**src/hw/rtl/tkbd_pkg.sv**
```systemverilog
// Shared types and constants for the touch key baseline detector.
// No dependencies; tkbd_front, tkbd_back and the top level import this package.
package tkbd_pkg;

    // Field width of counts on the ports
    localparam int unsigned FIELD_W      = 16;

    // Calibration and scan constants
    localparam int unsigned CAL_COUNT    = 10;
    localparam int unsigned IDX_W        = $clog2(CAL_COUNT);
    localparam int unsigned MID_FIRST    = 2;
    localparam int unsigned MID_COUNT    = 6;
    localparam int unsigned MID_W        = $clog2(MID_COUNT);
    localparam int unsigned DIVISOR      = 6;
    localparam int unsigned GROUP_NORMAL = 3;
    localparam int unsigned GROUP_REPEAT = 6;
    localparam int unsigned SCAN_W       = 3;
    localparam int unsigned LOCKOUT_SET  = 3;
    localparam int unsigned LOCK_W       = 2;
    localparam int unsigned GATE_RESET   = 100;

    // Configuration register indexes
    localparam int unsigned REG_IDX_W = 1;
    localparam logic [REG_IDX_W-1:0] REG_GATE_MARGIN = 1'b0;
    localparam logic [REG_IDX_W-1:0] REG_REPEAT_MODE = 1'b1;

    // Result kinds
    localparam logic KIND_CAL  = 1'b0;
    localparam logic KIND_SCAN = 1'b1;

    // Sample actions
    typedef enum logic [0:0] {
        OP_CAL  = 1'b0,
        OP_SCAN = 1'b1
    } op_t;

    // Executer states
    typedef enum logic [1:0] {
        ST_IDLE,
        ST_SUM,
        ST_DIV,
        ST_EMIT
    } state_t;

    typedef struct packed {
        logic               action;
        logic [FIELD_W-1:0] charge_count;
    } in_item_t;

    typedef struct packed {
        logic               kind;
        logic               pressed;
        logic               fault;
        logic [FIELD_W-1:0] baseline;
        logic [FIELD_W-1:0] peak;
    } out_item_t;

    // Classified command handed from front to back
    typedef struct packed {
        op_t                op;
        logic [FIELD_W-1:0] sample;
    } cmd_t;

    // Configuration seen by the executer
    typedef struct packed {
        logic [FIELD_W-1:0] gate_margin;
        logic               repeat_mode;
    } cfg_t;

endpackage

```
**src/hw/rtl/tkbd_fifo.sv**
```systemverilog
// Small synchronous queue of flip-flop entries with push/pop handshake.
// Depends on nothing; used for the command queue and the result queue.
module tkbd_fifo #(
    parameter int unsigned WIDTH = 8,
    parameter int unsigned DEPTH = 2
) (
    input  logic             clk,
    input  logic             rst_n,
    input  logic             wr_en,
    input  logic [WIDTH-1:0] wr_data,
    output logic             full,
    input  logic             rd_en,
    output logic [WIDTH-1:0] rd_data,
    output logic             empty
);

    localparam int unsigned PTR_W = (DEPTH > 1) ? $clog2(DEPTH) : 1;
    localparam int unsigned CNT_W = $clog2(DEPTH + 1);

    logic [WIDTH-1:0] mem_reg [DEPTH];
    logic [PTR_W-1:0] wr_ptr_reg, wr_ptr_next;
    logic [PTR_W-1:0] rd_ptr_reg, rd_ptr_next;
    logic [CNT_W-1:0] count_reg, count_next;
    logic             do_wr, do_rd;

    assign full    = (count_reg == CNT_W'(DEPTH));
    assign empty   = (count_reg == '0);
    assign rd_data = mem_reg[rd_ptr_reg];
    assign do_wr   = wr_en && !full;
    assign do_rd   = rd_en && !empty;

    // Pointer and occupancy update
    always_comb
    begin
        wr_ptr_next = wr_ptr_reg;
        rd_ptr_next = rd_ptr_reg;
        count_next  = count_reg;
        if (do_wr)
        begin
            wr_ptr_next = (wr_ptr_reg == PTR_W'(DEPTH - 1)) ? '0 : wr_ptr_reg + 1'b1;
        end
        if (do_rd)
        begin
            rd_ptr_next = (rd_ptr_reg == PTR_W'(DEPTH - 1)) ? '0 : rd_ptr_reg + 1'b1;
        end
        if (do_wr && !do_rd)
        begin
            count_next = count_reg + 1'b1;
        end
        else if (do_rd && !do_wr)
        begin
            count_next = count_reg - 1'b1;
        end
    end

    always_ff @(posedge clk or negedge rst_n)
    begin
        if (!rst_n)
        begin
            wr_ptr_reg <= '0;
            rd_ptr_reg <= '0;
            count_reg  <= '0;
        end
        else
        begin
            wr_ptr_reg <= wr_ptr_next;
            rd_ptr_reg <= rd_ptr_next;
            count_reg  <= count_next;
        end
    end

    // Entry storage
    always_ff @(posedge clk)
    begin
        if (do_wr)
        begin
            mem_reg[wr_ptr_reg] <= wr_data;
        end
    end

endmodule

```
**src/hw/rtl/tkbd_front.sv**
```systemverilog
// Front end: accepts input transactions, classifies them into commands
// and queues them for the executer. Depends on tkbd_pkg and tkbd_fifo.
module tkbd_front
    import tkbd_pkg::*;
#(
    parameter int unsigned SAMPLE_WIDTH = 16
) (
    input  logic     clk,
    input  logic     rst_n,
    input  logic     push,
    input  in_item_t item,
    output logic     full,
    output logic     cmd_valid,
    output cmd_t     cmd,
    input  logic     cmd_pop
);

    localparam int unsigned SW = (SAMPLE_WIDTH < FIELD_W) ? SAMPLE_WIDTH : FIELD_W;

    cmd_t cmd_in;
    logic [$bits(cmd_t)-1:0] cmd_bits;
    logic cmd_empty;

    // Classify and drop count bits above the sample width
    always_comb
    begin
        cmd_in.op     = op_t'(item.action);
        cmd_in.sample = FIELD_W'(item.charge_count[SW-1:0]);
    end

    tkbd_fifo #(
        .WIDTH ($bits(cmd_t)),
        .DEPTH (2)
    ) u_cmd_q (
        .clk     (clk),
        .rst_n   (rst_n),
        .wr_en   (push),
        .wr_data (cmd_in),
        .full    (full),
        .rd_en   (cmd_pop),
        .rd_data (cmd_bits),
        .empty   (cmd_empty)
    );

    assign cmd       = cmd_t'(cmd_bits);
    assign cmd_valid = !cmd_empty;

endmodule

```
**src/hw/rtl/tkbd_back.sv**
```systemverilog
// Back end: executes calibration and scan commands, keeps the sorted
// calibration set, baseline, scan group and lockout. Depends on tkbd_pkg.
module tkbd_back
    import tkbd_pkg::*;
#(
    parameter int unsigned SAMPLE_WIDTH = 16
) (
    input  logic      clk,
    input  logic      rst_n,
    input  cfg_t      cfg,
    input  logic      cmd_valid,
    input  cmd_t      cmd,
    output logic      cmd_pop,
    input  logic      res_full,
    output logic      res_push,
    output out_item_t res
);

    localparam int unsigned SW      = (SAMPLE_WIDTH < FIELD_W) ? SAMPLE_WIDTH : FIELD_W;
    localparam int unsigned SUMW    = SW + 3;
    localparam int unsigned CMP_W   = FIELD_W + 1;
    localparam int unsigned TEN_W   = SW + 4;
    localparam bit          FAULT_EN = (SAMPLE_WIDTH <= FIELD_W);
    // Reciprocal of six, exact for every sum below 2**SUMW
    localparam int unsigned RECIP_SHIFT = SUMW + 2;
    localparam int unsigned RECIP   = ((1 << RECIP_SHIFT) + DIVISOR - 1) / DIVISOR;
    localparam int unsigned PROD_W  = 2 * SUMW;

    state_t state_reg, state_next;

    logic [SW-1:0]     sorted_reg [CAL_COUNT];
    logic [SW-1:0]     sorted_next [CAL_COUNT];
    logic [IDX_W-1:0]  cal_cnt_reg, cal_cnt_next;
    logic [SW-1:0]     baseline_reg, baseline_next;
    logic [SW-1:0]     scan_peak_reg, scan_peak_next;
    logic [SCAN_W-1:0] scan_idx_reg, scan_idx_next;
    logic [LOCK_W-1:0] lockout_reg, lockout_next;
    logic [MID_W-1:0]  mid_idx_reg, mid_idx_next;
    logic [SUMW-1:0]   sum_reg, sum_next;
    out_item_t         res_reg, res_next;

    logic [SW-1:0]     sample;
    logic [CAL_COUNT-1:0] le;
    logic              cal_last;
    logic [SW-1:0]     peak_upd;
    logic [SCAN_W-1:0] scan_idx_inc;
    logic [SCAN_W-1:0] group_size;
    logic              scan_done;
    logic [CMP_W-1:0]  gate_level;
    logic [TEN_W-1:0]  ten_base;
    logic              qualifies;
    logic [LOCK_W-1:0] lock_pre;
    logic [LOCK_W-1:0] lock_set;
    logic              mid_last;
    logic [SUMW-1:0]   sum_add;
    logic [PROD_W-1:0] prod;
    logic [SW-1:0]     quot;

    assign sample = cmd.sample[SW-1:0];

    // Sorted insertion: entries at or below the sample stay, the rest move up
    always_comb
    begin
        for (int i = 0; i < CAL_COUNT; i++)
        begin
            le[i] = (IDX_W'(i) < cal_cnt_reg) && (sorted_reg[i] <= sample);
        end
    end

    assign cal_last = (cal_cnt_reg == IDX_W'(CAL_COUNT - 1));

    // Scan group and press decision
    assign peak_upd     = (sample > scan_peak_reg) ? sample : scan_peak_reg;
    assign scan_idx_inc = scan_idx_reg + 1'b1;
    assign group_size   = cfg.repeat_mode ? SCAN_W'(GROUP_REPEAT) : SCAN_W'(GROUP_NORMAL);
    assign scan_done    = (scan_idx_inc >= group_size);
    assign gate_level   = CMP_W'(baseline_reg) + CMP_W'(cfg.gate_margin);
    assign ten_base     = TEN_W'({baseline_reg, 3'b000}) + TEN_W'({baseline_reg, 1'b0});
    assign qualifies    = (CMP_W'(peak_upd) > gate_level) && (TEN_W'(peak_upd) < ten_base);
    assign lock_pre     = cfg.repeat_mode ? '0 : lockout_reg;
    assign lock_set     = qualifies ? LOCK_W'(LOCKOUT_SET) : lock_pre;

    // Middle-six sum, one sorted entry per cycle
    assign mid_last = (mid_idx_reg == MID_W'(MID_COUNT - 1));
    assign sum_add  = sum_reg + SUMW'(sorted_reg[IDX_W'(MID_FIRST) + IDX_W'(mid_idx_reg)]);

    // Division by six as a multiply by the scaled reciprocal
    assign prod = PROD_W'(sum_reg) * PROD_W'(SUMW'(RECIP));
    assign quot = prod[RECIP_SHIFT +: SW];

    // Next state
    always_comb
    begin
        state_next = state_reg;
        unique case (state_reg)
            ST_IDLE:
            begin
                if (cmd_valid)
                begin
                    if (cmd.op == OP_CAL)
                    begin
                        if (cal_last)
                        begin
                            state_next = ST_SUM;
                        end
                    end
                    else if (scan_done)
                    begin
                        state_next = ST_EMIT;
                    end
                end
            end
            ST_SUM:
            begin
                if (mid_last)
                begin
                    state_next = ST_DIV;
                end
            end
            ST_DIV:
            begin
                state_next = ST_EMIT;
            end
            ST_EMIT:
            begin
                if (!res_full)
                begin
                    state_next = ST_IDLE;
                end
            end
            default:
            begin
                state_next = ST_IDLE;
            end
        endcase
    end

    // Handshake outputs
    always_comb
    begin
        cmd_pop  = 1'b0;
        res_push = 1'b0;
        unique case (state_reg)
            ST_IDLE: cmd_pop  = cmd_valid;
            ST_EMIT: res_push = !res_full;
            default:
            begin
                cmd_pop  = 1'b0;
                res_push = 1'b0;
            end
        endcase
    end

    assign res = res_reg;

    // Datapath next values
    always_comb
    begin
        sorted_next    = sorted_reg;
        cal_cnt_next   = cal_cnt_reg;
        baseline_next  = baseline_reg;
        scan_peak_next = scan_peak_reg;
        scan_idx_next  = scan_idx_reg;
        lockout_next   = lockout_reg;
        mid_idx_next   = mid_idx_reg;
        sum_next       = sum_reg;
        res_next       = res_reg;

        if ((state_reg == ST_IDLE) && cmd_valid)
        begin
            if (cmd.op == OP_CAL)
            begin
                sorted_next[0] = le[0] ? sorted_reg[0] : sample;
                for (int i = 1; i < CAL_COUNT; i++)
                begin
                    if (le[i])
                    begin
                        sorted_next[i] = sorted_reg[i];
                    end
                    else if (le[i-1])
                    begin
                        sorted_next[i] = sample;
                    end
                    else
                    begin
                        sorted_next[i] = sorted_reg[i-1];
                    end
                end
                if (cal_last)
                begin
                    cal_cnt_next = '0;
                    sum_next     = '0;
                    mid_idx_next = '0;
                end
                else
                begin
                    cal_cnt_next = cal_cnt_reg + 1'b1;
                end
            end
            else if (scan_done)
            begin
                scan_peak_next   = '0;
                scan_idx_next    = '0;
                lockout_next     = (lock_set != '0) ? lock_set - 1'b1 : lock_set;
                res_next.kind     = KIND_SCAN;
                res_next.pressed  = qualifies && (lock_pre == '0);
                res_next.fault    = 1'b0;
                res_next.baseline = FIELD_W'(baseline_reg);
                res_next.peak     = FIELD_W'(peak_upd);
            end
            else
            begin
                scan_peak_next = peak_upd;
                scan_idx_next  = scan_idx_inc;
            end
        end

        if (state_reg == ST_SUM)
        begin
            sum_next     = sum_add;
            mid_idx_next = mid_idx_reg + 1'b1;
        end

        if (state_reg == ST_DIV)
        begin
            baseline_next     = quot;
            res_next.kind     = KIND_CAL;
            res_next.pressed  = 1'b0;
            res_next.fault    = FAULT_EN ? quot[SW-1] : 1'b0;
            res_next.baseline = FIELD_W'(quot);
            res_next.peak     = '0;
        end
    end

    // Control and architectural state
    always_ff @(posedge clk or negedge rst_n)
    begin
        if (!rst_n)
        begin
            state_reg     <= ST_IDLE;
            cal_cnt_reg   <= '0;
            baseline_reg  <= '0;
            scan_peak_reg <= '0;
            scan_idx_reg  <= '0;
            lockout_reg   <= '0;
            mid_idx_reg   <= '0;
        end
        else
        begin
            state_reg     <= state_next;
            cal_cnt_reg   <= cal_cnt_next;
            baseline_reg  <= baseline_next;
            scan_peak_reg <= scan_peak_next;
            scan_idx_reg  <= scan_idx_next;
            lockout_reg   <= lockout_next;
            mid_idx_reg   <= mid_idx_next;
        end
    end

    // Payload registers
    always_ff @(posedge clk)
    begin
        sorted_reg  <= sorted_next;
        sum_reg     <= sum_next;
        res_reg     <= res_next;
    end

endmodule

```
**src/hw/rtl/touch_key_baseline_detector_unit.sv**
```systemverilog
// Top level of the touch key baseline detector: configuration registers,
// front end, executer and result queue. Depends on tkbd_pkg and all tkbd_* modules.
//
// Capacitive touch key detector. Calibration samples (action 0) are kept in a
// sorted set as they arrive; the tenth one starts a pass that adds the middle
// six sorted counts, one per cycle, and divides the sum by six with one
// reciprocal multiply, giving the new baseline and a fault flag when it reaches
// half the count range. Scan samples (action 1) track the peak of a group of
// three, or six in repeat mode, and the last sample of a group yields a press
// decision. Inputs go through a two-entry command queue and results through a
// two-entry result queue, so either side may stall on its own. The executer
// accepts each sample in its idle state and posts a scan decision from an emit
// state that waits while the result queue is full; the tenth calibration sample
// also passes the six-step sum and the multiply first. Only the low SAMPLE_WIDTH
// bits of a count are used, and at most 16.
module touch_key_baseline_detector_unit
    import tkbd_pkg::*;
#(
    parameter int unsigned SAMPLE_WIDTH = 16
) (
    input  logic                 clk,
    input  logic                 rst_n,
    input  logic                 push,
    input  in_item_t             item,
    output logic                 full,
    input  logic                 pop,
    output out_item_t            result,
    output logic                 empty,
    input  logic                 cfg_we,
    input  logic [REG_IDX_W-1:0] cfg_index,
    input  logic [FIELD_W-1:0]   cfg_data
);

    logic [FIELD_W-1:0] gate_margin_reg, gate_margin_next;
    logic               repeat_mode_reg, repeat_mode_next;
    cfg_t               cfg;
    logic               cmd_valid;
    cmd_t               cmd;
    logic               cmd_pop;
    logic               res_full;
    logic               res_push;
    out_item_t          res;
    logic [$bits(out_item_t)-1:0] res_bits;

    // Configuration register decode
    always_comb
    begin
        gate_margin_next = gate_margin_reg;
        repeat_mode_next = repeat_mode_reg;
        if (cfg_we)
        begin
            unique case (cfg_index)
                REG_GATE_MARGIN: gate_margin_next = cfg_data;
                REG_REPEAT_MODE: repeat_mode_next = cfg_data[0];
                default:
                begin
                    gate_margin_next = gate_margin_reg;
                    repeat_mode_next = repeat_mode_reg;
                end
            endcase
        end
    end

    always_ff @(posedge clk or negedge rst_n)
    begin
        if (!rst_n)
        begin
            gate_margin_reg <= FIELD_W'(GATE_RESET);
            repeat_mode_reg <= 1'b0;
        end
        else
        begin
            gate_margin_reg <= gate_margin_next;
            repeat_mode_reg <= repeat_mode_next;
        end
    end

    always_comb
    begin
        cfg.gate_margin = gate_margin_reg;
        cfg.repeat_mode = repeat_mode_reg;
    end

    tkbd_front #(
        .SAMPLE_WIDTH (SAMPLE_WIDTH)
    ) u_front (
        .clk       (clk),
        .rst_n     (rst_n),
        .push      (push),
        .item      (item),
        .full      (full),
        .cmd_valid (cmd_valid),
        .cmd       (cmd),
        .cmd_pop   (cmd_pop)
    );

    tkbd_back #(
        .SAMPLE_WIDTH (SAMPLE_WIDTH)
    ) u_back (
        .clk       (clk),
        .rst_n     (rst_n),
        .cfg       (cfg),
        .cmd_valid (cmd_valid),
        .cmd       (cmd),
        .cmd_pop   (cmd_pop),
        .res_full  (res_full),
        .res_push  (res_push),
        .res       (res)
    );

    // Result queue towards the consumer
    tkbd_fifo #(
        .WIDTH ($bits(out_item_t)),
        .DEPTH (2)
    ) u_res_q (
        .clk     (clk),
        .rst_n   (rst_n),
        .wr_en   (res_push),
        .wr_data (res),
        .full    (res_full),
        .rd_en   (pop),
        .rd_data (res_bits),
        .empty   (empty)
    );

    assign result = out_item_t'(res_bits);

endmodule

```
**config.mk**
```make
export PLATFORM = sky130hd
export DESIGN_NAME = touch_key_baseline_detector_unit
export DESIGN_NICKNAME = d
export VERILOG_FILES = /design/src/hw/rtl/tkbd_pkg.sv /design/src/hw/rtl/tkbd_fifo.sv /design/src/hw/rtl/tkbd_front.sv /design/src/hw/rtl/tkbd_back.sv /design/src/hw/rtl/touch_key_baseline_detector_unit.sv
export SDC_FILE = /design/constraint.sdc
export NUM_CORES = 1
export LEC_CHECK = 0
export BUFFER_PORTS_ARGS = -buffer_cell sky130_fd_sc_hd__buf_4
export CAP_MARGIN = 15
export CELL_PAD_IN_SITES_DETAIL_PLACEMENT = 0
export CELL_PAD_IN_SITES_GLOBAL_PLACEMENT = 2
export CORE_UTILIZATION = 44
export CTS_CLUSTER_DIAMETER = 40
export DETAILED_ROUTE_END_ITERATION = 8
export PLACE_DENSITY = 0.78
export SLEW_MARGIN = 10
export SYNTH_ARGS = -nofsm -noshare
export SYNTH_HDL_FRONTEND = slang
export SYNTH_SLANG_ARGS = --single-unit
```
**constraint.sdc**
```tcl
create_clock -name clk -period 8.5 [get_ports clk]
set_input_delay 2.55 -clock clk [delete_from_list [all_inputs] [get_ports clk]]
set_output_delay 2.55 -clock clk [all_outputs]
set_load 0.05 [all_outputs]
```
---- Word level (Yosys, flattened, before mapping) ----
Memory sizes are Yosys's and may differ from the RTL's.
Cells that the tools add are included.
word-level totals
  input bits .............................. 39
  bits in registers ....................... 285
  memories kept ........................... 2
  memory bits (writable) .................. 104
memories
  memory                   depth  width  rd ports  clocked after Yosys merged registers in  write ports  line             source
  u_res_q.mem_reg          2      35     1         0                                        1            tkbd_fifo.sv:20  logic [WIDTH-1:0] mem_reg [DEPTH];
  u_front.u_cmd_q.mem_reg  2      17     1         0                                        1            tkbd_fifo.sv:20
cells by class
  equality and inequality tests ........... 13
  magnitude comparators ................... 25
  bitwise logic cells ..................... 13
  reductions and logical operators ........ 59
  multiply operators ...................... 1
  add/subtract/negate cells ............... 16
  muxes and demuxes ....................... 53
operators with widths
  operator                                                   count
  2-to-1 mux 16 bit                                          13
  <= comparator 16 bit                                       10
  2-to-1 mux 33 bit                                          4
  2-to-1 mux 19 bit                                          4
  binary-select mux 16 bit (select 4 bit)                    1
  AND reduction 3 bit                                        13
  multiplier 19 x 18 -> 36 bit, second input constant        1
  2-to-1 mux 2 bit                                           13
  logical AND 1 bit                                          21
  adder 19 x 17 -> 20 bit                                    1
  less-than comparator 16 x 20 -> 1 bit                      1
  adder 19 x 16 -> 19 bit                                    1
  2-to-1 mux 3 bit                                           6
  adder 16 x 16 -> 17 bit                                    1
  > comparator 16 x 17 -> 1 bit                              1
  > comparator 16 bit                                        1
  less-than comparator 3 x 4 -> 1 bit, first input constant  4
  nonzero test 2 bit                                         8
  NOT 1 bit                                                  12
  2-to-1 mux 1 bit                                           10
  == test 2 bit, second input constant                       4
  zero test 1 bit                                            8
  zero test 2 bit                                            4
  less-than comparator 1 x 4 -> 1 bit, first input constant  2
  other kinds (22)                                           36

---- Logic depth before layout (Yosys ltp) ----
Gate-level depths: netlist of run 1.
  depth after elaboration ................. 8
  mapped depth ............................ 24

---- Modules after synthesis ----
From an unflattened synthesis of run 1, not the netlist that was laid out.
second synthesis, totals
  cell total of the unflattened synthesis .. 2,857
  area, all modules ....................... 31,099.8 µm²
by module, submodules not included
  module                            area each (µm²)  seq. area each (µm²)  times used  cells an instance
  tkbd_back                         26,042.5         7,397.1               1           2,618
  tkbd_fifo at u_res_q              2,872.8          2,202.1               1           128
  tkbd_fifo at u_front.u_cmd_q      1,473.9          1,121.1               1           72
  touch_key_baseline_detector_unit  706.9            429.2                 1           38
  tkbd_front                        3.8              0.0                   1           1

---- Least setup slack after synthesis of run 1 ----
No wires, ideal clock.
  path kind ............................... register to register
  from .................................... reg u_back.sum_reg[1]
  to ...................................... reg u_back.res_reg (netlist bit u_back.res[26]) (data pin)
  period minus slack after synthesis ...... 5.892 ns
  setup slack ............................. 2.608 ns
  data arrival time ....................... 5.762 ns
  cell stages (with the launch flop) ...... 22
  path through ............................ edfxtp_1 -> ha_1 -> xor2_1 -> ha_1 -> inv_1 -> fa_1 -> inv_1 -> fa_1 -> fa_1 -> inv_1 -> fa_1 -> inv_1 -> ha_1 -> a21o_1 -> or4_1 -> o22ai_1 -> a21oi_1 -> a31oi_2 -> o21bai_1 -> o31ai_1 -> mux2_2 -> nand2_1
RTL lines
  what                    line              source
  start, declared         tkbd_back.sv:39   logic [SUMW-1:0] sum_reg, sum_next;
  start signal, assigned  tkbd_back.sv:264  sum_reg <= sum_next;
  end signal, assigned    tkbd_back.sv:265  res_reg <= res_next;
  end, declared           tkbd_back.sv:40   out_item_t res_reg, res_next;

==> flow_metrics.env, run 1 <==
export IMPL_outcome="completed"
export IMPL_drt_pass1_iter_count=5
export IMPL_worstReg2RegStart="u_back.sum_reg[1]"
export IMPL_synth_mux_area_share_pct=11.6
export IMPL_place_gp_congestion=0.883
export IMPL_setup_tns_ns=0
export IMPL_cts_buffers_inserted=72
export IMPL_synth_top_family_by_area="adder cells"
export IMPL_initial_core_util_pct=44.5
export IMPL_fin_worst_skew_ns=0.0509
export IMPL_postCtsSetupRepairBufs=0
export IMPL_yosys_warnings=0
export IMPL_die_y_um=260
export IMPL_critPathKind="register to register"
export IMPL_die_area_um2=67500
export IMPL_yosys_area_share_adder_pct=26.2
export IMPL_drc=0
export IMPL_start_kind="register"
export IMPL_placed_cells=3431
export IMPL_post_route_period_util_pct=76.0
export IMPL_ctsHoldBuffers=0
export IMPL_final_common_cell="ha_1"
export IMPL_drt_wl_total_mm=75.1
export IMPL_grtUsageTotal_pct=22.6
export IMPL_cts_tree="yes"
export IMPL_via_count=19600
export IMPL_rr_worst_depth=21
export IMPL_final_nets=3224
export IMPL_grt_pass1_wl_mm=117
export IMPL_whs_path_depth=0
export IMPL_drive_above_1_share_pct=18.7
export IMPL_io_buffers=75
export IMPL_rsz0062_at_grt="no"
export IMPL_netlist_area_um2=29200
export IMPL_synthArstFlopShare_pct=18.3
export IMPL_io_pins=76
export IMPL_r2r_end="u_back.res[26]"
export IMPL_worst_slew_pin_slew_ns=1.13
export IMPL_cts_htree_levels=3
export IMPL_clk_latency_ns=0.61
export IMPL_gr_total_overflow=0
export IMPL_routedWlPerCell_um=21.1
export IMPL_std_cell_rows=94
export IMPL_first_global_vias=20500
export IMPL_setup_violations=0
export IMPL_cp_max_fo=10
export IMPL_arrival_ns=6.90
export IMPL_largest_reg_flops=160
export IMPL_root_buffer="clkbuf_16"
export IMPL_ys_ff_latch=389
export IMPL_cts_resized=0
export IMPL_drv_slew=0
export IMPL_areaGrowthSynthToFinish_pct=14.3
export IMPL_cts_max_path_buffers=3
export IMPL_synth_edf_count=300
export IMPL_antenna_found_initial=2
export IMPL_ys_types=68
export IMPL_maxCapViolations=0
export IMPL_antenna_left=0
export IMPL_yosys_area_share_xor_xnor_pct=2.07
export IMPL_rrSetupSlack_ns=2.04
export IMPL_synth_avg_cell_area_um2=11.5
export IMPL_relSlewSlack_pct=24.6
export IMPL_hp_start="u_back.res[25]"
export IMPL_post_place_ws_ns=2.01
export IMPL_hold_viol_final=0
export IMPL_grt_max_degree=72
export IMPL_hold_path_class="register to register"
export IMPL_hpwlAfterDp_mm=59.2
export IMPL_worst_ep_required_time_ns=8.93
export IMPL_syn_inst=2531
export IMPL_cts_num_sinks=389
export IMPL_core_um2=65700
export IMPL_ys_flop_type="edfxtp_1"
export IMPL_setup_slack_ns=2.04
export IMPL_syn_nets=3114
export IMPL_synth_compound_area_share_pct=10.0
export IMPL_mostFrequentLayoutCells="ha_1, inv_1, edfxtp_1, mux2_2, nand2_1"
export IMPL_vias_per_cell=5.51
export IMPL_synth_seq_area_share_pct=38.1
export IMPL_period_needed_ns=6.46
export IMPL_antenna_cells=0
export IMPL_end_kind="register"
export IMPL_hold_end="u_res_q.mem_reg[1][25]"
export IMPL_yosys_area_share_simple_pct=6.72
export IMPL_die_w_um=260
export IMPL_clkTransAtPathRegs_ns=0.06
export IMPL_fmax_ghz=0.155
export IMPL_hold_worst_slack_ns=0.411
export IMPL_first_iter_violations=1115
export IMPL_finalNonFillerCells=3564
==> through the flow <==
stage               instance area, um2  utilization [%]
floorplan                        29200                -
global placement                 30800             46.9
detailed placement               30800             46.9
CTS                              33400             50.8
global route                     33400             50.8
finish                           33400             50.8
==> cells in the mapped netlist (all sizes together) (6+ instances only) <==
cell type | instances | share of area (%)
ha | 429 | 18
inv | 323 | 4.1
edfxtp | 300 | 31
mux2 | 225 | 8.8
nand2 | 142 | 1.8
a21oi | 129 | 2.2
fa | 115 | 7.9
o21ai | 105 | 1.8
nor2 | 86 | 1.1
dfrtp | 68 | 5.8
clkbuf | 55 | 0.71
a21o | 51 | 1.3
o21a | 42 | 1.1
xor2 | 38 | 1.1
nand4 | 34 | 0.73
nor2b | 34 | 0.73
mux4 | 31 | 2.4
xnor2 | 31 | 0.93
nand2b | 29 | 0.62
nand3 | 24 | 0.41
a22o | 22 | 0.66
nor3 | 20 | 0.34
a221oi | 18 | 0.54
buf | 18 | 0.32
dfxtp | 18 | 1.2
mux2i | 13 | 0.45
a211oi | 12 | 0.31
and3 | 12 | 0.26
a31oi | 10 | 0.26
and2 | 7 | 0.15
a2111oi | 6 | 0.18
o22ai | 6 | 0.13
o31ai | 6 | 0.15
==> per-layer routing <==
metal | wire length (um) | track usage [%] | vias up | share of wire (%)
met3 | 2510 | 3.15 | 97 | 3.3
met5 | 13 | 0 | - | 0.017
met1 | 34800 | 30.4 | 9819 | 46
met2 | 36100 | 38.0 | 339 | 48
li1 | - | - | 9376 | -
met4 | 1700 | 6.49 | 2 | 2.3
==> cells by family (layout without fill, tap and decap cells) <==
group,count (synthesis),after routing
buffers and inverters,398,567
AOI/OAI and AO/OA,451,451
xor gates and xnor gates,69,69
muxes,269,269
and+or+nand+nor,411,411
DFF,389,389
adders and majority gates,544,544
==> worst max-delay path, cell delays in order, from the launching register on <==
cell and delay (ns):
edfxtp_1 0.55, ha_1 0.43, xor2_1 0.22, ha_1 0.30
inv_1 0.06, fa_1 0.49, inv_1 0.05, fa_1 0.50
fa_1 0.55, inv_1 0.06, fa_1 0.53, inv_1 0.05
ha_1 0.30, a21o_1 0.19, or4_1 0.39, o22ai_1 0.23
a21oi_1 0.19, a31oi_2 0.36, o21bai_1 0.16, o31ai_1 0.27
mux2_2 0.38, nand2_1 0.06
==> area by class of cell <==
cell class / instances / area [um2]
Clock inverter: 48 / 701
Sequential cell: 389 / 11200
Inverter: 325 / 1220
Tap cell: 864 / 1080
Clock buffer: 85 / 1870
Timing Repair Buffer: 109 / 818
Fill cell: 5793 / 32300
Multi-Input combinational cell: 1744 / 16600
==> how the worst max path moves through the flow <==
stage	startpoint	end	slack [ns]	cells after the start
2_1_floorplan	u_back.sum_reg[1]	u_back.res[26]	2.61	21
3_3_place_gp	u_back.sum_reg[1]	u_back.res[31]	1.99	21
3_5_place_dp	u_back.sum_reg[1]	u_back.baseline_reg[10]	2.01	21
4_1_cts	u_back.sum_reg[1]	u_back.res[26]	1.93	21
5_1_grt	u_back.sum_reg[1]	u_back.res[31]	1.66	21
6_report	u_back.sum_reg[1]	u_back.res[26]	2.04	21
Power of run 1 is not shown: default switching activity piles up to over one toggle a cycle in this logic, so the estimate is an artifact.
==> run 2: changes to the inputs <==
Settings changed: ABC_AREA set to 1, CORE_UTILIZATION 44 to 37, PLACE_DENSITY 0.78 to 0.75.
Clock period 8.5 ns to 5.25 ns, I/O delays scaled along.
==> run 2 against run 1 <==
Sequential share of layout area shrank 2.8 points. Highest routed layer unchanged. Count of clock-buffer cells in the layout up 5. Die area grew 21%. Flip-flop and latch count unchanged. Final area increased by 9.3%. Via count grew 23%. Non-clock buffer count increased by 176. Critical endpoint is now u_back.res[28]. First-iteration DRC count is 30% higher. Setup slack lost 2.0 ns. Clock skew decreased by 0.028 ns. Area after synthesis increased by 2.2%.
==> flow_metrics.env, run 2 <==
export IMPL_synth_most_common_cell="nand2_1"
export IMPL_core_um2=79400
export IMPL_final_common_cell="nand2_1"
export IMPL_mostFrequentLayoutCells="nand2_1, inv_1, ha_1, edfxtp_1, buf_4"
export IMPL_critPathKind="register to register"
export IMPL_r2r_end="u_back.res[28]"
export IMPL_hpwlAfterDp_mm=70.0
export IMPL_worst_ep_required_time_ns=5.61
export IMPL_fin_worst_skew_ns=0.0231
export IMPL_period_needed_ns=5.23
export IMPL_die_w_um=286
export IMPL_drive_above_1_share_pct=17.1
export IMPL_yosys_warnings=0
export IMPL_post_place_ws_ns=-0.269
export IMPL_drt_pass1_iter_count=5
export IMPL_maxCapViolations=0
export IMPL_cts_tree="yes"
export IMPL_hold_viol_final=0
export IMPL_synthTopCellsByArea="edfxtp_1, ha_1, nand2_1"
export IMPL_post_route_period_util_pct=99.6
export IMPL_setup_slack_ns=0.0216
export IMPL_finalNonFillerCells=4676
export IMPL_syn_inst=3286
export IMPL_drv_slew=0
export IMPL_ys_types=62
export IMPL_cp_max_fo=4
export IMPL_ys_ff_latch=389
export IMPL_whs_path_depth=0
export IMPL_netlist_area_um2=29900
export IMPL_via_count=24100
export IMPL_areaGrowthSynthToFinish_pct=22.3
export IMPL_worst_slew_pin_slew_ns=0.892
export IMPL_cts_max_path_buffers=3
export IMPL_drt_wl_total_mm=88.8
export IMPL_setup_worst_path_end="u_back.res[28]"
export IMPL_synth_avg_cell_area_um2=9.09
export IMPL_grtUsageTotal_pct=21.9
export IMPL_worstReg2RegStart="u_back.sum_reg[6]"
export IMPL_grt_pass1_wl_mm=138
export IMPL_fillers=7632
export IMPL_root_buffer="clkbuf_16"
export IMPL_largest_reg_flops=160
export IMPL_first_global_vias=24400
export IMPL_syn_nets=3869
export IMPL_drc=0
export IMPL_antenna_found_initial=5
export IMPL_relSlewSlack_pct=40.4
export IMPL_synth_edf_count=300
export IMPL_hold_path_class="register to register"
export IMPL_arrival_ns=5.58
export IMPL_crit_start="u_back.sum_reg[6]"
export IMPL_cts_htree_levels=3
export IMPL_gr_total_overflow=0
export IMPL_die_area_um2=81900
export IMPL_place_gp_congestion=0.907
export IMPL_synthArstFlopShare_pct=18.3
export IMPL_die_y_um=286
export IMPL_start_kind="register"
export IMPL_rrSetupSlack_ns=0.02
export IMPL_cts_num_sinks=389
export IMPL_rr_worst_depth=25
export IMPL_clk_latency_ns=0.61
export IMPL_clkTransAtPathRegs_ns=0.06
export IMPL_grt_max_degree=84
export IMPL_fmax_ghz=0.191
export IMPL_setup_tns_ns=0
export IMPL_synth_common_cells="nand2_1, inv_1, ha_1, edfxtp_1, o21ai_0"
export IMPL_synth_top_cell_area_share_pct=30.2
export IMPL_io_pins=76
export IMPL_setup_violations=0
export IMPL_placed_cells=4510
export IMPL_synth_largest_area_cell="edfxtp_1"
export IMPL_ctsHoldBuffers=0
export IMPL_std_cell_rows=103
export IMPL_antenna_left=0
export IMPL_vias_per_cell=5.14
export IMPL_end_kind="register"
export IMPL_rsz0062_at_grt="yes"
export IMPL_ys_flop_type="edfxtp_1"
export IMPL_cts_buffers_inserted=76
export IMPL_hold_worst_slack_ns=0.441
export IMPL_first_iter_violations=1447
export IMPL_outcome="completed"
export IMPL_final_nets=4147
export IMPL_initial_core_util_pct=37.6
export IMPL_routedWlPerCell_um=19.0
export IMPL_synth_seq_area_share_pct=37.3
export IMPL_io_buffers=75
run 2: through the flow:
step	area, um2	utilization [%]
after floorplan	29900	-
after global placement	32800	41.3
after detailed placement	32800	41.3
after CTS	35800	45.1
after global routing	36500	46.0
final	36500	46.0
run 2: logic make-up after synthesis:
family                   count (synthesis)  synth area share (%)
multiplexers                            18                 0.666
AO/OA/AOI/OAI                          688                  13.2
adder cells (fa/ha/maj)                544                  25.7
buffers and inverters                  539                  6.93
AND/OR/NAND/NOR                       1060                  14.8
flip-flops                             389                  37.3
XOR/XNOR                                48                  1.41
run 2: area by class of cell:
type,count,area [um2],area share (%)
Clock buffer,90,1990,5.44
Timing Repair Buffer,285,2230,6.09
Multi-Input combinational cell,2358,17500,48.0
Tap cell,1050,1310,3.60
Inverter,454,1710,4.69
Clock inverter,49,604,1.65
Sequential cell,389,11200,30.5
Antenna cell,1,2.50,0.00685
run 2: worst max-delay path, stage by stage, from the launching register on:
cell	delay [ns]
edfxtp_1	0.39
buf_4	0.16
ha_4	0.24
fa_1	0.49
inv_1	0.06
fa_1	0.50
inv_1	0.06
fa_1	0.53
inv_1	0.05
fa_1	0.46
fa_1	0.55
inv_1	0.06
ha_4	0.28
nand2_2	0.05
nor2_1	0.10
inv_1	0.07
nor3_2	0.14
nand3_1	0.11
nand3_2	0.13
nand2_2	0.08
o211ai_4	0.12
nand2_2	0.08
nand2_1	0.07
nand2_1	0.06
nand3_2	0.09
nand2_1	0.06
run 2: layer usage:
metal	global-route usage (%)	up-vias	share of wire, %
met5	0	-	0.015
li1	-	11800	-
met2	34.1	558	44
met4	6.95	2	2.6
met3	3.37	134	4.9
met1	31.0	11500	48
run 2: worst min path at each step:
stage | end | startpoint | slack (ns)
floorplan | u_res_q.mem_reg[0][16] | u_back.res[16] | 0.42
global placement | u_res_q.mem_reg[0][19] | u_back.res[19] | 0.43
detailed placement | u_res_q.mem_reg[0][16] | u_back.res[16] | 0.44
CTS | u_res_q.mem_reg[1][19] | u_back.res[19] | 0.45
global route | u_res_q.mem_reg[0][15] | u_back.res[15] | 0.45
finish | u_res_q.mem_reg[0][15] | u_back.res[15] | 0.44
run 2: timing repair:
item	4_1_cts	5_1_grt
pin swaps	36	54
setup endpoints to repair	32	37
gates resized for setup	61	122
buffers inserted	12	12
Power of run 2 is left out for the same reason.
==> run 3: changes to the inputs <==
Settings changed: SETUP_SLACK_MARGIN set to 0.05.
==> run 3 against run 2 <==
Count of clock-buffer cells in the layout unchanged. Critical path depth rose by 1. Utilization up 0.22 points.
==> flow_metrics.env, run 3 (synthesis gave the netlist of run 2 again) <==
export IMPL_outcome="completed"
export IMPL_mostFrequentLayoutCells="nand2_1, inv_1, ha_1, edfxtp_1, buf_4"
export IMPL_cts_num_sinks=389
export IMPL_clk_latency_ns=0.61
export IMPL_place_gp_congestion=0.907
export IMPL_cts_max_path_buffers=3
export IMPL_io_pins=76
export IMPL_setup_tns_ns=0
export IMPL_setup_violations=0
export IMPL_io_buffers=75
export IMPL_cp_max_fo=4
export IMPL_setup_slack_ns=0.0321
export IMPL_drc=0
export IMPL_critPathMostFrequentCell="fa_1"
export IMPL_rsz0062_at_grt="yes"
export IMPL_drive_above_1_share_pct=18.0
export IMPL_ctsHoldBuffers=0
export IMPL_grt_pass1_wl_mm=139
export IMPL_fillers=7606
export IMPL_critPathKind="register to register"
export IMPL_place_area_um2=32800
export IMPL_core_um2=79400
export IMPL_period_needed_ns=5.22
export IMPL_die_y_um=286
export IMPL_largest_reg_flops=160
export IMPL_multi_input_comb_area_um2=17600
export IMPL_drt_wl_total_mm=89.1
export IMPL_die_area_um2=81900
export IMPL_hold_path_class="register to register"
export IMPL_initial_core_util_pct=37.6
export IMPL_end_kind="register"
export IMPL_via_count=24000
export IMPL_grtUsageTotal_pct=21.9
export IMPL_first_iter_violations=1379
export IMPL_post_route_period_util_pct=99.4
export IMPL_antenna_left=0
export IMPL_worst_ep_required_time_ns=5.61
export IMPL_drv_slew=0
export IMPL_final_common_cell="nand2_1"
export IMPL_start_kind="register"
export IMPL_die_w_um=286
export IMPL_fin_area_um2=36700
export IMPL_fmax_ghz=0.192
export IMPL_cts_tree="yes"
export IMPL_cts_buffers_inserted=76
export IMPL_relSlewSlack_pct=41.3
export IMPL_maxCapViolations=0
export IMPL_drt_pass1_iter_count=5
export IMPL_final_nets=4157
export IMPL_arrival_ns=5.58
export IMPL_whs_path_depth=0
export IMPL_hpwlAfterDp_mm=70.0
export IMPL_grt_max_degree=84
export IMPL_fin_worst_skew_ns=0.0234
export IMPL_post_place_ws_ns=-0.269
export IMPL_ff_latch_area_um2=11200
export IMPL_critPathMaxStageDelay_ns=0.52
export IMPL_vias_per_cell=5.13
export IMPL_cts_htree_levels=3
export IMPL_rr_worst_depth=26
export IMPL_areaGrowthSynthToFinish_pct=22.8
export IMPL_crit_slowest_cell="fa_1"
export IMPL_worst_slew_pin_slew_ns=0.878
export IMPL_first_global_vias=24500
export IMPL_root_buffer="clkbuf_16"
export IMPL_clkTransAtPathRegs_ns=0.06
export IMPL_gr_total_overflow=0
export IMPL_routedWlPerCell_um=19.0
export IMPL_std_cell_rows=103
export IMPL_hold_viol_final=0
export IMPL_antenna_found_initial=5
run 3: cell count changes in the layout (fill, tap and decap cells not counted), sizes merged:
cell / change
buf: +10
run 3: cell type report:
cell class	count	share of cell area, %
multi-input cells	2358	48.0
diodes	1	0.00682
flip-flops and latches	389	30.4
clock inverters	49	1.65
inverters	454	4.66
well taps	1050	3.58
repair buffers	295	6.31
clock buffers	90	5.41
run 3: routing by layer:
metal / track usage [%] / part of all wire (%)
met1: 31.0 / 48
met3: 3.36 / 4.8
met2: 34.3 / 44
met5: 0 / 0.015
met4: 6.99 / 2.7
run 3: metrics by stage:
stage	hold slack, ns	std cells	utilization (%)
floorplan	0.421	3286	-
global placement	0.428	4510	41.3
detailed placement	0.437	4510	41.3
CTS	0.446	4668	45.4
global route	0.454	4685	46.2
finish	0.441	4686	46.2
run 3: repair_timing:
item                       4_1_cts  5_1_grt
pin swaps                       47       51
gates resized for setup         83      132
setup endpoints to repair       32       38
buffers inserted                19       14
run 3: path summary, 6_finish.rpt:
path	end	slack, ns	from
setup / recovery	u_back.res[28]	0.03	u_back.sum_reg[3]
hold / removal	u_res_q.mem_reg[0][15]	0.44	u_back.res[15]
setup reg to reg	u_back.res[28]	0.03	u_back.sum_reg[3]
hold reg to reg	u_res_q.mem_reg[0][15]	0.44	u_back.res[15]
max in group asynchronous	u_back.baseline_reg[3]	3.39	rst_n
min in group asynchronous	gate_margin_reg[11]	1.01	rst_n
run 3: critical path, delay by kind of cell, from the launching register on:
| family | cells | cell delay, ns |
|---|---|---|
| adders and majority gates | 7 | 2.77 |
| and+or+nand+nor | 11 | 0.97 |
| DFF | 1 | 0.51 |
| buffers and inverters | 6 | 0.43 |
| xor gates and xnor gates | 1 | 0.15 |
| AOI/OAI and AO/OA | 1 | 0.12 |
Power of run 3 is left out for the same reason.
